`src/sv/plfs_pkg.sv`:
```
// ============================================================================
// plfs_pkg - shared types and constants for the point light shader
// Field widths, register indexes and the data that moves down the cell rows.
// ============================================================================
package plfs_pkg;

    localparam int COORD_W   = 16;
    localparam int DIFF_W    = COORD_W + 1;
    localparam int SQ_W      = 2 * DIFF_W;
    localparam int D2_W      = SQ_W;
    localparam int ROOT_W    = D2_W / 2;
    localparam int REM_W     = ROOT_W + 3;
    localparam int RAD_W     = 16;
    localparam int DIV_W     = RAD_W + 1;
    localparam int RAMP_W    = 9;
    localparam int INT_W     = 9;
    localparam int STR_W     = INT_W + RAMP_W - 1;
    localparam int CHAN_W    = 8;
    localparam int COLOR_W   = 32;
    localparam int SQRT_STEPS_DEF = ROOT_W;
    localparam int DIV_STEPS_DEF  = RAMP_W;
    localparam int CFG_IDX_W = 3;
    localparam int CFG_DAT_W = 16;

    localparam logic [INT_W-1:0]  UNITY    = INT_W'(256);
    localparam logic [CHAN_W-1:0] CHAN_MAX = 8'hFF;

    localparam logic [CFG_IDX_W-1:0] REG_LIGHT_X   = 3'd0;
    localparam logic [CFG_IDX_W-1:0] REG_LIGHT_Y   = 3'd1;
    localparam logic [CFG_IDX_W-1:0] REG_FALL_IN   = 3'd2;
    localparam logic [CFG_IDX_W-1:0] REG_FALL_OUT  = 3'd3;
    localparam logic [CFG_IDX_W-1:0] REG_LIGHT_RED = 3'd4;
    localparam logic [CFG_IDX_W-1:0] REG_LIGHT_GRN = 3'd5;
    localparam logic [CFG_IDX_W-1:0] REG_LIGHT_BLU = 3'd6;
    localparam logic [CFG_IDX_W-1:0] REG_INTENSITY = 3'd7;

    // per-item data that rides along the rows
    typedef struct packed {
        logic [COLOR_W-1:0] color;
        logic               outer;   // beyond outer radius: dim only
        logic               inner;   // inside inner radius: full light
    } side_t;

    typedef struct packed {
        logic [D2_W-1:0]   rad;      // radicand bits still to consume, MSB first
        logic [REM_W-1:0]  rem;
        logic [ROOT_W-1:0] root;
        side_t             side;
    } sqrt_pkt_t;

    typedef struct packed {
        logic [DIV_W-1:0]  rem;
        logic [RAMP_W-1:0] quo;
        side_t             side;
    } div_pkt_t;

endpackage

```
`src/sv/plfs_sqrt_cell.sv`:
```
// ============================================================================
// plfs_sqrt_cell - one bit of the square root
// Takes two radicand bits, settles one root bit, registers the result.
// ============================================================================
module plfs_sqrt_cell
    import plfs_pkg::*;
(
    input  logic      aclk,
    input  logic      aresetn,
    input  logic      in_valid,
    output logic      in_ready,
    input  sqrt_pkt_t in_pkt,
    output logic      out_valid,
    input  logic      out_ready,
    output sqrt_pkt_t out_pkt
);

    logic      v_reg;
    sqrt_pkt_t pkt_reg;
    sqrt_pkt_t pkt_next;
    logic [REM_W-1:0] shifted;
    logic [REM_W-1:0] trial;

    always_comb begin
        shifted  = {in_pkt.rem[REM_W-3:0], in_pkt.rad[D2_W-1 -: 2]};
        trial    = {{(REM_W-ROOT_W-2){1'b0}}, in_pkt.root, 2'b01};
        pkt_next = in_pkt;
        pkt_next.rad = {in_pkt.rad[D2_W-3:0], 2'b00};
        if (shifted >= trial) begin
            pkt_next.rem  = shifted - trial;
            pkt_next.root = {in_pkt.root[ROOT_W-2:0], 1'b1};
        end else begin
            pkt_next.rem  = shifted;
            pkt_next.root = {in_pkt.root[ROOT_W-2:0], 1'b0};
        end
    end

    assign in_ready = !v_reg || out_ready;

    always_ff @(posedge aclk) begin
        if (!aresetn) begin
            v_reg <= 1'b0;
        end else if (in_ready) begin
            v_reg <= in_valid;
        end
    end

    always_ff @(posedge aclk) begin
        if (in_ready && in_valid) begin
            pkt_reg <= pkt_next;
        end
    end

    assign out_valid = v_reg;
    assign out_pkt   = pkt_reg;

endmodule

```
`config.mk`:
```
export PLATFORM = sky130hd
export DESIGN_NAME = plfs_sqrt_cell
export DESIGN_NICKNAME = d
export VERILOG_FILES = /design/src/sv/plfs_pkg.sv /design/src/sv/plfs_sqrt_cell.sv
export SDC_FILE = /design/constraint.sdc
export NUM_CORES = 1
export LEC_CHECK = 0
export BUFFER_PORTS_ARGS = -buffer_cell sky130_fd_sc_hd__clkbuf_2
export CAP_MARGIN = 20
export CORE_MARGIN = 1.5
export CORE_UTILIZATION = 35
export CTS_CLUSTER_DIAMETER = 60
export DETAILED_ROUTE_END_ITERATION = 16
export PLACE_DENSITY = 0.65
export SLEW_MARGIN = 10
export SYNTH_ARGS = -nofsm -noshare
export SYNTH_HDL_FRONTEND = slang
export SYNTH_SLANG_ARGS = --single-unit
```
`constraint.sdc`:
```
create_clock -name aclk -period 3.3 [get_ports aclk]
set_input_delay 0.165 -clock aclk [delete_from_list [all_inputs] [get_ports aclk]]
set_output_delay 0.165 -clock aclk [all_outputs]
set_load 0.05 [all_outputs]
```
==> summary.md <==
| Metric | Value |
|---|---|
| CP Launch Point | `in_pkt[43]` |
| Gpl congestion | `0.899` |
| Vias in the first global route | `3832` |
| Top cell type's share of synthesized area | `65.5%` |
| DP HPWL | `9210 um` |
| #FFs+latches synth | `104` |
| DRC Markers | `0` |
| Yosys top cell by area | `edfxtp_1` |
| H-tree levels | `3` |
| CTS root buffer | `clkbuf_16` |
| Post-synth EDFFs | `103` |
| Dominant cells by area after synthesis | `edfxtp_1, ha_1, mux2_4` |
| HP Start | `in_pkt[46]` |
| Buffers on Ports | `211` |
| Max Freq | `358 MHz` |
| Worst setup EP type | `flop` |
| Routed Antenna Nets | `0` |
| Final worst-path cycle share | `84.7%` |
| Final instance area | `6990 um^2` |
| Setup crit start kind | `input port` |
| Setup Viol. Count Final | `0` |
| Tightest Pin Transition | `700 ps` |
| Row Count | `42` |
| Clk_lat worst skew | `350 ps` |
| R2R Path Start | `out_valid` |
| First drt pass iteration count | `4` |
| CP max stage delay | `570 ps` |
| 1st-iter DRT viols | `354` |
| Dpl cell area | `5950 um^2` |
| Final Hold Viols | `0` |
| Sum of negative setup slack | `0 ps` |
| Crit path max fanout | `20` |
| CP cell instances | `dlygate4sd3_1, clkbuf_2, inv_1, ha_1, nand2_1, nor2_1, nand3_1, a211o_1, and2_4, mux2_1` |
| Initial antenna violation count | `0` |
| Area grow syn2layout | `48.0%` |
| Outcome | `finished, final reports clean` |
| I/O pin count | `216` |
| Post-CTS Resized | `0` |
| Die W | `119 um` |
| Max_slew headroom | `52.2%` |
| Largest net degree at the start of global routing | `53` |
| Final Max Slew Viols | `0` |
| WL/cell | `16.9 um` |
| Post-Syn Instances | `335` |
| Vias | `3821` |
| Buf/Inv on CP | `3` |
| Grt ovf | `0` |
| Worst EP required | `3400 ps` |
| Area of the die | `14200 um^2` |
| Core Area | `13200 um^2` |
| Leakage Power | `3.06 nW` |
| Clk sinks | `104` |
| WP data arrival | `2890 ps` |
| Met3 usage in global routing | `4.50%` |
| P per Cell Area | `522 nW/um^2` |
| Max-cap check violation count | `0` |
| Final critical-path required period | `2800 ps` |
| RSZ-0062 raised after global routing | `false` |
| Synth cell types | `53` |
| Top Family by Delay on Critical Path | `simple AND/OR/NAND/NOR gates` |
| Slowest cell on crit path | `dlygate4sd3_1` |
| Crit Path Class | `input port to flop` |
| Met1 usage | `22.6%` |
| Busiest grt layer | `met2` |
| Synthesized area per cell | `14.1 um^2` |
| Share of cells above drive strength 1 | `39.2%` |
| Count leader, synth | `edfxtp_1` |
| Antenna Cells | `0` |
| Initial Util | `35.8%` |
| TritonCTS clock tree | `done` |
| Async SR Flop Fraction | `0%` |
| M2 GR Usage | `34.6%` |
| Die Span Y | `119 um` |
| Clock Tree Buf Depth | `2` |
| VDD IR max | `216 uV` |
| WL final | `13500 um` |
| Num CTS Buffers | `9` |
| Clk slew on worst S/H paths | `70 ps` |
| Commonest cells post-synth | `edfxtp_1, inv_1, ha_1, a21oi_1, nor2_1` |
| Synth Cell Area | `4720 um^2` |
| Global-route wire length before repair | `20800 um` |
| Vias per Instance | `4.77` |
| Nets | `748` |
| Ys flop type | `edfxtp_1` |
| Gr usage total | `19.2%` |
| HP Class | `input port to flop` |
| Clock skew | `6.51 ps` |
| Sequential area share after synthesis | `65.9%` |
| Synth warn | `0` |
path summary, 6_finish.rpt:
kind	to	slack, ps	cells after the start
worst max-delay path	out_pkt[66]	500	10
worst min-delay path	out_pkt[47]	10	1
worst max register to register	out_pkt[11]	1530	3
worst min register to register	out_valid	550	2
kinds of logic after synthesis:
logic type      synth area share (%)
mux                             4.32
fa+ha+maj                       5.03
buf+inv                         3.76
simple gates                    7.34
other cells                   0.0794
xor+xnor                        2.23
flops                           65.9
compound gates                  11.3
per-stage QoR:
stage          worst slack, ps  util [%]  total power, mW  std cells  hold slack, ps
6_report                   503      53.0             3.65        801            14.8
5_1_grt                    283      53.0             3.78        801            3.21
4_1_cts                    542      52.9             3.66        800            1.06
3_5_place_dp               636      45.1             2.49        712             344
3_3_place_gp               690      45.1             2.47        712             343
2_1_floorplan              513         -             2.26        336             264
layout by cell type (no fill, tap or decap), types with 6 or more instances in the layout:
cell	netlist	layout
a211oi_1	7	7
a21oi_1	18	18
mux2_4	10	10
clkbuf_2	0	211
nor2_1	17	17
o21ai_0	14	14
a21o_1	6	6
nand2_1	14	14
edfxtp_1	103	103
xnor2_1	8	8
clkbuf_16	0	9
nor3_1	6	6
ha_1	19	19
inv_1	26	26
nand3_1	11	11
dlygate4sd3_1	0	73
worst reg2reg max path, stage by stage (launching register included):
cell and delay [ps]:
dfxtp_1 310, nand2b_1 110, and2_4 640, buf_12 370
where the power goes:
group          internal (mW)  leakage (nW)  switching, mW  total [mW]
Sequential              1.57          1.00         0.0263        1.60
Clock                  0.603         0.147          0.510        1.11
Combinational          0.314          1.90          0.621       0.935
area by class of cell:
type / instances / area, um^2
repair buffers: 286 / 1810
well taps: 176 / 220
multi-input cells: 193 / 1440
inverters: 26 / 97.6
fillers: 1119 / 6200
flip-flops and latches: 104 / 3110
clock buffers: 10 / 229
clock inverters: 6 / 77.6
repair_timing:
item,in CTS,in global routing
endpoints found under the setup margin,0,0
buffers inserted,0,0
hold buffers,72,1
endpoints found under the hold margin,72,1
layer usage:
| metal | wire (um) | vias to the layer above |
|---|---|---|
| met5 | 0 | - |
| met4 | 197 | 0 |
| met3 | 766 | 13 |
| met2 | 7090 | 138 |
| met1 | 5480 | 1826 |
| li1 | - | 1844 |
state kept, by name (all words and copies together) (netlist names):
name       count
out_pkt      103
out_valid      1
Power figures use the tool's default switching activity.
