===== src/sv/plfs_pkg.sv =====
// ============================================================================
// plfs_pkg - shared types and constants for the point light shader
// Field widths, register indexes and the data that moves down the cell rows.
// ============================================================================
package plfs_pkg;

    localparam int COORD_W   = 16;
    localparam int DIFF_W    = COORD_W + 1;
    localparam int SQ_W      = 2 * DIFF_W;
    localparam int D2_W      = SQ_W;
    localparam int ROOT_W    = D2_W / 2;
    localparam int REM_W     = ROOT_W + 3;
    localparam int RAD_W     = 16;
    localparam int DIV_W     = RAD_W + 1;
    localparam int RAMP_W    = 9;
    localparam int INT_W     = 9;
    localparam int STR_W     = INT_W + RAMP_W - 1;
    localparam int CHAN_W    = 8;
    localparam int COLOR_W   = 32;
    localparam int SQRT_STEPS_DEF = ROOT_W;
    localparam int DIV_STEPS_DEF  = RAMP_W;
    localparam int CFG_IDX_W = 3;
    localparam int CFG_DAT_W = 16;

    localparam logic [INT_W-1:0]  UNITY    = INT_W'(256);
    localparam logic [CHAN_W-1:0] CHAN_MAX = 8'hFF;

    localparam logic [CFG_IDX_W-1:0] REG_LIGHT_X   = 3'd0;
    localparam logic [CFG_IDX_W-1:0] REG_LIGHT_Y   = 3'd1;
    localparam logic [CFG_IDX_W-1:0] REG_FALL_IN   = 3'd2;
    localparam logic [CFG_IDX_W-1:0] REG_FALL_OUT  = 3'd3;
    localparam logic [CFG_IDX_W-1:0] REG_LIGHT_RED = 3'd4;
    localparam logic [CFG_IDX_W-1:0] REG_LIGHT_GRN = 3'd5;
    localparam logic [CFG_IDX_W-1:0] REG_LIGHT_BLU = 3'd6;
    localparam logic [CFG_IDX_W-1:0] REG_INTENSITY = 3'd7;

    // per-item data that rides along the rows
    typedef struct packed {
        logic [COLOR_W-1:0] color;
        logic               outer;   // beyond outer radius: dim only
        logic               inner;   // inside inner radius: full light
    } side_t;

    typedef struct packed {
        logic [D2_W-1:0]   rad;      // radicand bits still to consume, MSB first
        logic [REM_W-1:0]  rem;
        logic [ROOT_W-1:0] root;
        side_t             side;
    } sqrt_pkt_t;

    typedef struct packed {
        logic [DIV_W-1:0]  rem;
        logic [RAMP_W-1:0] quo;
        side_t             side;
    } div_pkt_t;

endpackage


===== src/sv/plfs_div_cell.sv =====
// ============================================================================
// plfs_div_cell - one bit of the ramp quotient
// Compare-subtract against the span, shift, register.
// ============================================================================
module plfs_div_cell
    import plfs_pkg::*;
(
    input  logic             aclk,
    input  logic             aresetn,
    input  logic [RAD_W-1:0] span,
    input  logic             in_valid,
    output logic             in_ready,
    input  div_pkt_t         in_pkt,
    output logic             out_valid,
    input  logic             out_ready,
    output div_pkt_t         out_pkt
);

    logic     v_reg;
    div_pkt_t pkt_reg;
    div_pkt_t pkt_next;
    logic     qbit;
    logic [DIV_W-1:0] part;

    always_comb begin
        qbit     = (in_pkt.rem >= {1'b0, span});
        part     = qbit ? (in_pkt.rem - {1'b0, span}) : in_pkt.rem;
        pkt_next = in_pkt;
        pkt_next.rem = {part[DIV_W-2:0], 1'b0};
        pkt_next.quo = {in_pkt.quo[RAMP_W-2:0], qbit};
    end

    assign in_ready = !v_reg || out_ready;

    always_ff @(posedge aclk) begin
        if (!aresetn) begin
            v_reg <= 1'b0;
        end else if (in_ready) begin
            v_reg <= in_valid;
        end
    end

    always_ff @(posedge aclk) begin
        if (in_ready && in_valid) begin
            pkt_reg <= pkt_next;
        end
    end

    assign out_valid = v_reg;
    assign out_pkt   = pkt_reg;

endmodule


===== config.mk =====
export PLATFORM = sky130hd
export DESIGN_NAME = plfs_div_cell
export DESIGN_NICKNAME = d
export VERILOG_FILES = /design/src/sv/plfs_pkg.sv /design/src/sv/plfs_div_cell.sv
export SDC_FILE = /design/constraint.sdc
export NUM_CORES = 1
export LEC_CHECK = 0
export ABC_CLOCK_PERIOD_IN_PS = 4600
export BUFFER_PORTS_ARGS = -buffer_cell sky130_fd_sc_hd__clkbuf_2
export CORE_MARGIN = 3
export CORE_UTILIZATION = 48
export CTS_BUF_LIST = sky130_fd_sc_hd__clkbuf_16
export DETAILED_ROUTE_END_ITERATION = 12
export PLACE_DENSITY_LB_ADDON = 0.3
export REMOVE_ABC_BUFFERS = 1
export SKIP_LAST_GASP = 1
export SLEW_MARGIN = 20
export SYNTH_ARGS = -nofsm -noshare
export SYNTH_HDL_FRONTEND = slang
export SYNTH_SLANG_ARGS = --single-unit

===== constraint.sdc =====
create_clock -name aclk -period 4.6 [get_ports aclk]
set_input_delay 0.23 -clock aclk [delete_from_list [all_inputs] [get_ports aclk]]
set_output_delay 0.23 -clock aclk [all_outputs]
set_load 0.1 [all_outputs]

==> summary.txt <==
Timing
  – Setup violators final: 0
  – TNS Setup: 0 ps
  – Clock period minus final worst setup slack: 2390 ps
  – Worst slew pin tran: slightly below 700 ps
  – Max-slew violation total from the final report: 0
  – Fmax achieved: around 0.42 GHz
  – Final hold violation count: 0
  – Least setup slack across all paths after layout: ~2200 ps
  – Unrepaired setup endpoints after global routing: false
  – Worst max-slew margin expressed relative to the limit: roughly 54%
  – Share of the cycle needed by the critical path after routing: between 50 and 60%
  – Worst clock skew: roughly 5.2 ps

Final layout
  – Count of non-filler cells in the finished layout: 443
  – Top library cells by usage in the layout, fill and taps aside: clkbuf_2, edfxtp_1, inv_1
  – Total number of nets in the final design: 461
  – Diodes inserted: 0
  – Area growth from synthesis to final layout: 33.5%
  – Most common cell after layout, fill and taps aside: clkbuf_2
  – Fraction of final layout cells sized beyond drive strength 1: 46.5%
  – Post-layout util: between 60% and 70%

Clock tree
  – Root cell of the clock tree: clkbuf_16
  – Number of buffers created by CTS: 9
  – Skew-Pair Late Insertion Delay: roughly 310 ps
  – CTS tree: done
  – Total number of clock tree sinks: 60
  – H-tree depth reported by CTS: 3
  – Clock Tree Buf Depth: 2
  – Resize count post-CTS: 0
  – Hold buffer count at cts: 0
  – Worst-path clk slew: 50 ps
  – Number of setup buffers added after CTS: 0

Yosys
  – Count of mapped cells out of synthesis: between 200 and 250
  – Sequential cell area fraction in the yosys report: a little under 60%
  – EDFF count, synth: 59
  – Number of register bits inferred by synthesis: 60
  – Post-synthesis async set-or-reset flop share: 0%
  – Average size of a mapped cell: approximately 14 sq um
  – Synth warn: 0
  – Count of cell types in the netlist: ~50
  – Netlist area before placement: just over 3000 sq um
  – Prevailing post-synth register cell: edfxtp_1

Critical path
  – Endpoint of the worst register-to-register path: out_pkt[54]$_DFFE_PP_
  – Critical path endpoint category: flip-flop
  – Largest stage delay, worst path: approximately 420 ps
  – CP top delay family: compound AO/OA/AOI/OAI gates
  – Cell with the largest stage delay on the worst path: a221o_1
  – Worst Path Class, Setup: primary input to flip-flop
  – Kind of launch point of the worst setup path: primary input
  – Capture point of the critical path: out_pkt[46]$_DFFE_PP_
  – Reg-to-reg setup timing slack: approximately 2700 ps
  – Reg2reg path depth: 3
  – Setup crit start: span[8]
  – Top fanout value on the critical path: 11
  – Worst endpoint data arrival time: 2450 ps
  – Worst reg2reg path startpoint: out_valid$_SDFFE_PN0N_
  – Crit-path cells: clkbuf_2 > inv_1 > ha_1 > a21oi_2 > o21ai_1 > a221o_1 > a21boi_4 > and2_4 > inv_4 > mux2_4
  – Required time at the endpoint of the critical path: 4670 ps
  – Count of buffer and inverter cells on the critical path: 3
  – CP Depth: 10

Global route
  – Number of antenna violations at the first check in global routing: 0
  – Total routing usage reported by global routing: 19.5%
  – Overall overflow remaining after global route: 0
  – First-pass GRT wire length: around 11,000 um
  – Pin count of the biggest net entering global routing: 33
  – Via count of the first global-routing pass: ~2,200

Die
  – Core Footprint: roughly 6000 sq um
  – Area of the die: between 7000 and 8000 sq um
  – Count of standard-cell rows: 28
  – Die outline width: 85.3 um
  – Top-Level Pins: approximately 140
  – Die outline height: approximately 85 um
  – Starting density of the core: 50.4%

Drt
  – Vias: 2,273
  – DRC violation total after the first TritonRoute iteration: between 60 and 70
  – Count of TritonRoute iterations in the first routing pass: 4
  – Number of design rule violations left after detail routing: 0
  – Antenna violation net count after detailed routing: 0
  – Number of vias per cell: a little over 5
  – Total routed wirelength: a little over 7000 um
  – Post-detailed-route wirelength per cell: between 15 and 20 um

Outcome
  – Status: completed

Pwr
  – Clk pwr share: roughly a third
  – Switching power of the nets: 0.646 mW
  – Cell-internal power: 1.20 mW
  – Worst voltage drop across the vdd grid: ~0.28 mV
  – Total power per unit cell area: 457 nW/um^2
  – Sw Share: a little over a third
  – Leakage component of the power: 1.92 nW
  – Combinational fraction of design power: approximately 30%
  – Proportion of power drawn by flip-flops and latches: around 36%

Worst hold path
  – Class of the tightest hold or removal check: primary input to flip-flop
  – Startpoint of the lowest-slack hold path: in_pkt[24]

Placed design
  – Final weighted congestion in routability-driven placement: just over 0.8
  – Port-buffer cells: 139
  – Worst Setup Slack post-DPL: about 1900 ps
  – HPWL after DPL: around 5500 um
  – Number of placed instances with taps included: around 430

Job
  – Max-cap check violation count: 0
## kinds of logic after synthesis
family	count (synthesis)	share of synthesized area [%]
buffers and inverters	27	4.97
other	1	0.124
and+or+nand+nor	42	7.30
adders and majority gates	17	7.30
muxes	10	4.69
xor gates and xnor gates	9	2.61
DFF	60	59.4
AOI/OAI and AO/OA	53	13.6
## final cells by class
class                           count  area [sq um]
Clock inverter                      6          56.3
Clock buffer                        9           225
Multi-Input combinational cell    132          1080
Inverter                           21          81.3
Tap cell                           75          93.8
Timing Repair Buffer              140           703
Sequential cell                    60          1790
Fill cell                         468          1960
## worst reg2reg max path: stages, from the launching register on
cell and delay (ps):
dfxtp_1 310, nand2b_1 100, and2_2 610, buf_4 500
## power by group through the flow
| stage | Clock (mW) | Combinational [mW] | Sequential (mW) |
|---|---|---|---|
| 2_1_floorplan | 0 | 0.154 | 0.970 |
| 3_3_place_gp | 0 | 0.543 | 0.675 |
| 3_5_place_dp | 0 | 0.550 | 0.678 |
| 4_1_cts | 0.640 | 0.551 | 0.668 |
| 5_1_grt | 0.667 | 0.576 | 0.670 |
| 6_report | 0.624 | 0.549 | 0.667 |
## registers in the layout, indices dropped and copies added, names as in the netlist
name       flops
out_pkt       59
out_valid      1
## how the worst min path moves through the flow
stage / to / cells after the start
floorplan: out_pkt[0]$_DFFE_PP_ / 0
CTS: out_pkt[24]$_DFFE_PP_ / 1
finish: out_pkt[24]$_DFFE_PP_ / 1
global placement: out_pkt[20]$_DFFE_PP_ / 1
detailed placement: out_pkt[41]$_DFFE_PP_ / 1
global route: out_pkt[9]$_DFFE_PP_ / 1
## routing by layer
metal / up-vias / GRT usage, % / share of wire [%]
met5: - / 0 / 0
met4: 0 / 5.18 / 0.34
met3: 2 / 6.89 / 10
met2: 103 / 33.8 / 49
met1: 1056 / 22.9 / 40
li1: 1112 / - / -
## synthesized netlist by cell type (3+ instances only)
master / number / area share [%]
o21a_1: 6 / 1.5
inv_1: 20 / 2.5
xor2_1: 4 / 1.2
mux2_4: 8 / 4.0
o21ai_0: 9 / 1.5
nor3_1: 3 / 0.50
a211oi_1: 3 / 0.75
o31ai_1: 5 / 1.2
nand3_1: 7 / 1.2
a21boi_0: 4 / 1.0
xnor2_1: 5 / 1.5
nor2_1: 12 / 1.5
a21oi_1: 3 / 0.50
edfxtp_1: 59 / 59
nand2_1: 5 / 0.62
nand2b_1: 3 / 0.62
a21o_1: 5 / 1.2
a211o_1: 3 / 0.87
ha_1: 16 / 6.6
## metrics by stage
stage / power, mW / area (sq um) / hold WS [ps]
after floorplan: 1.12 / 2950 / 329
after global placement: 1.22 / 3750 / 407
after detailed placement: 1.23 / 3750 / 409
after CTS: 1.86 / 4030 / 74.5
after global routing: 1.91 / 4030 / 80.3
final: 1.84 / 4030 / 85.7
(Power assumes the default switching activity.)
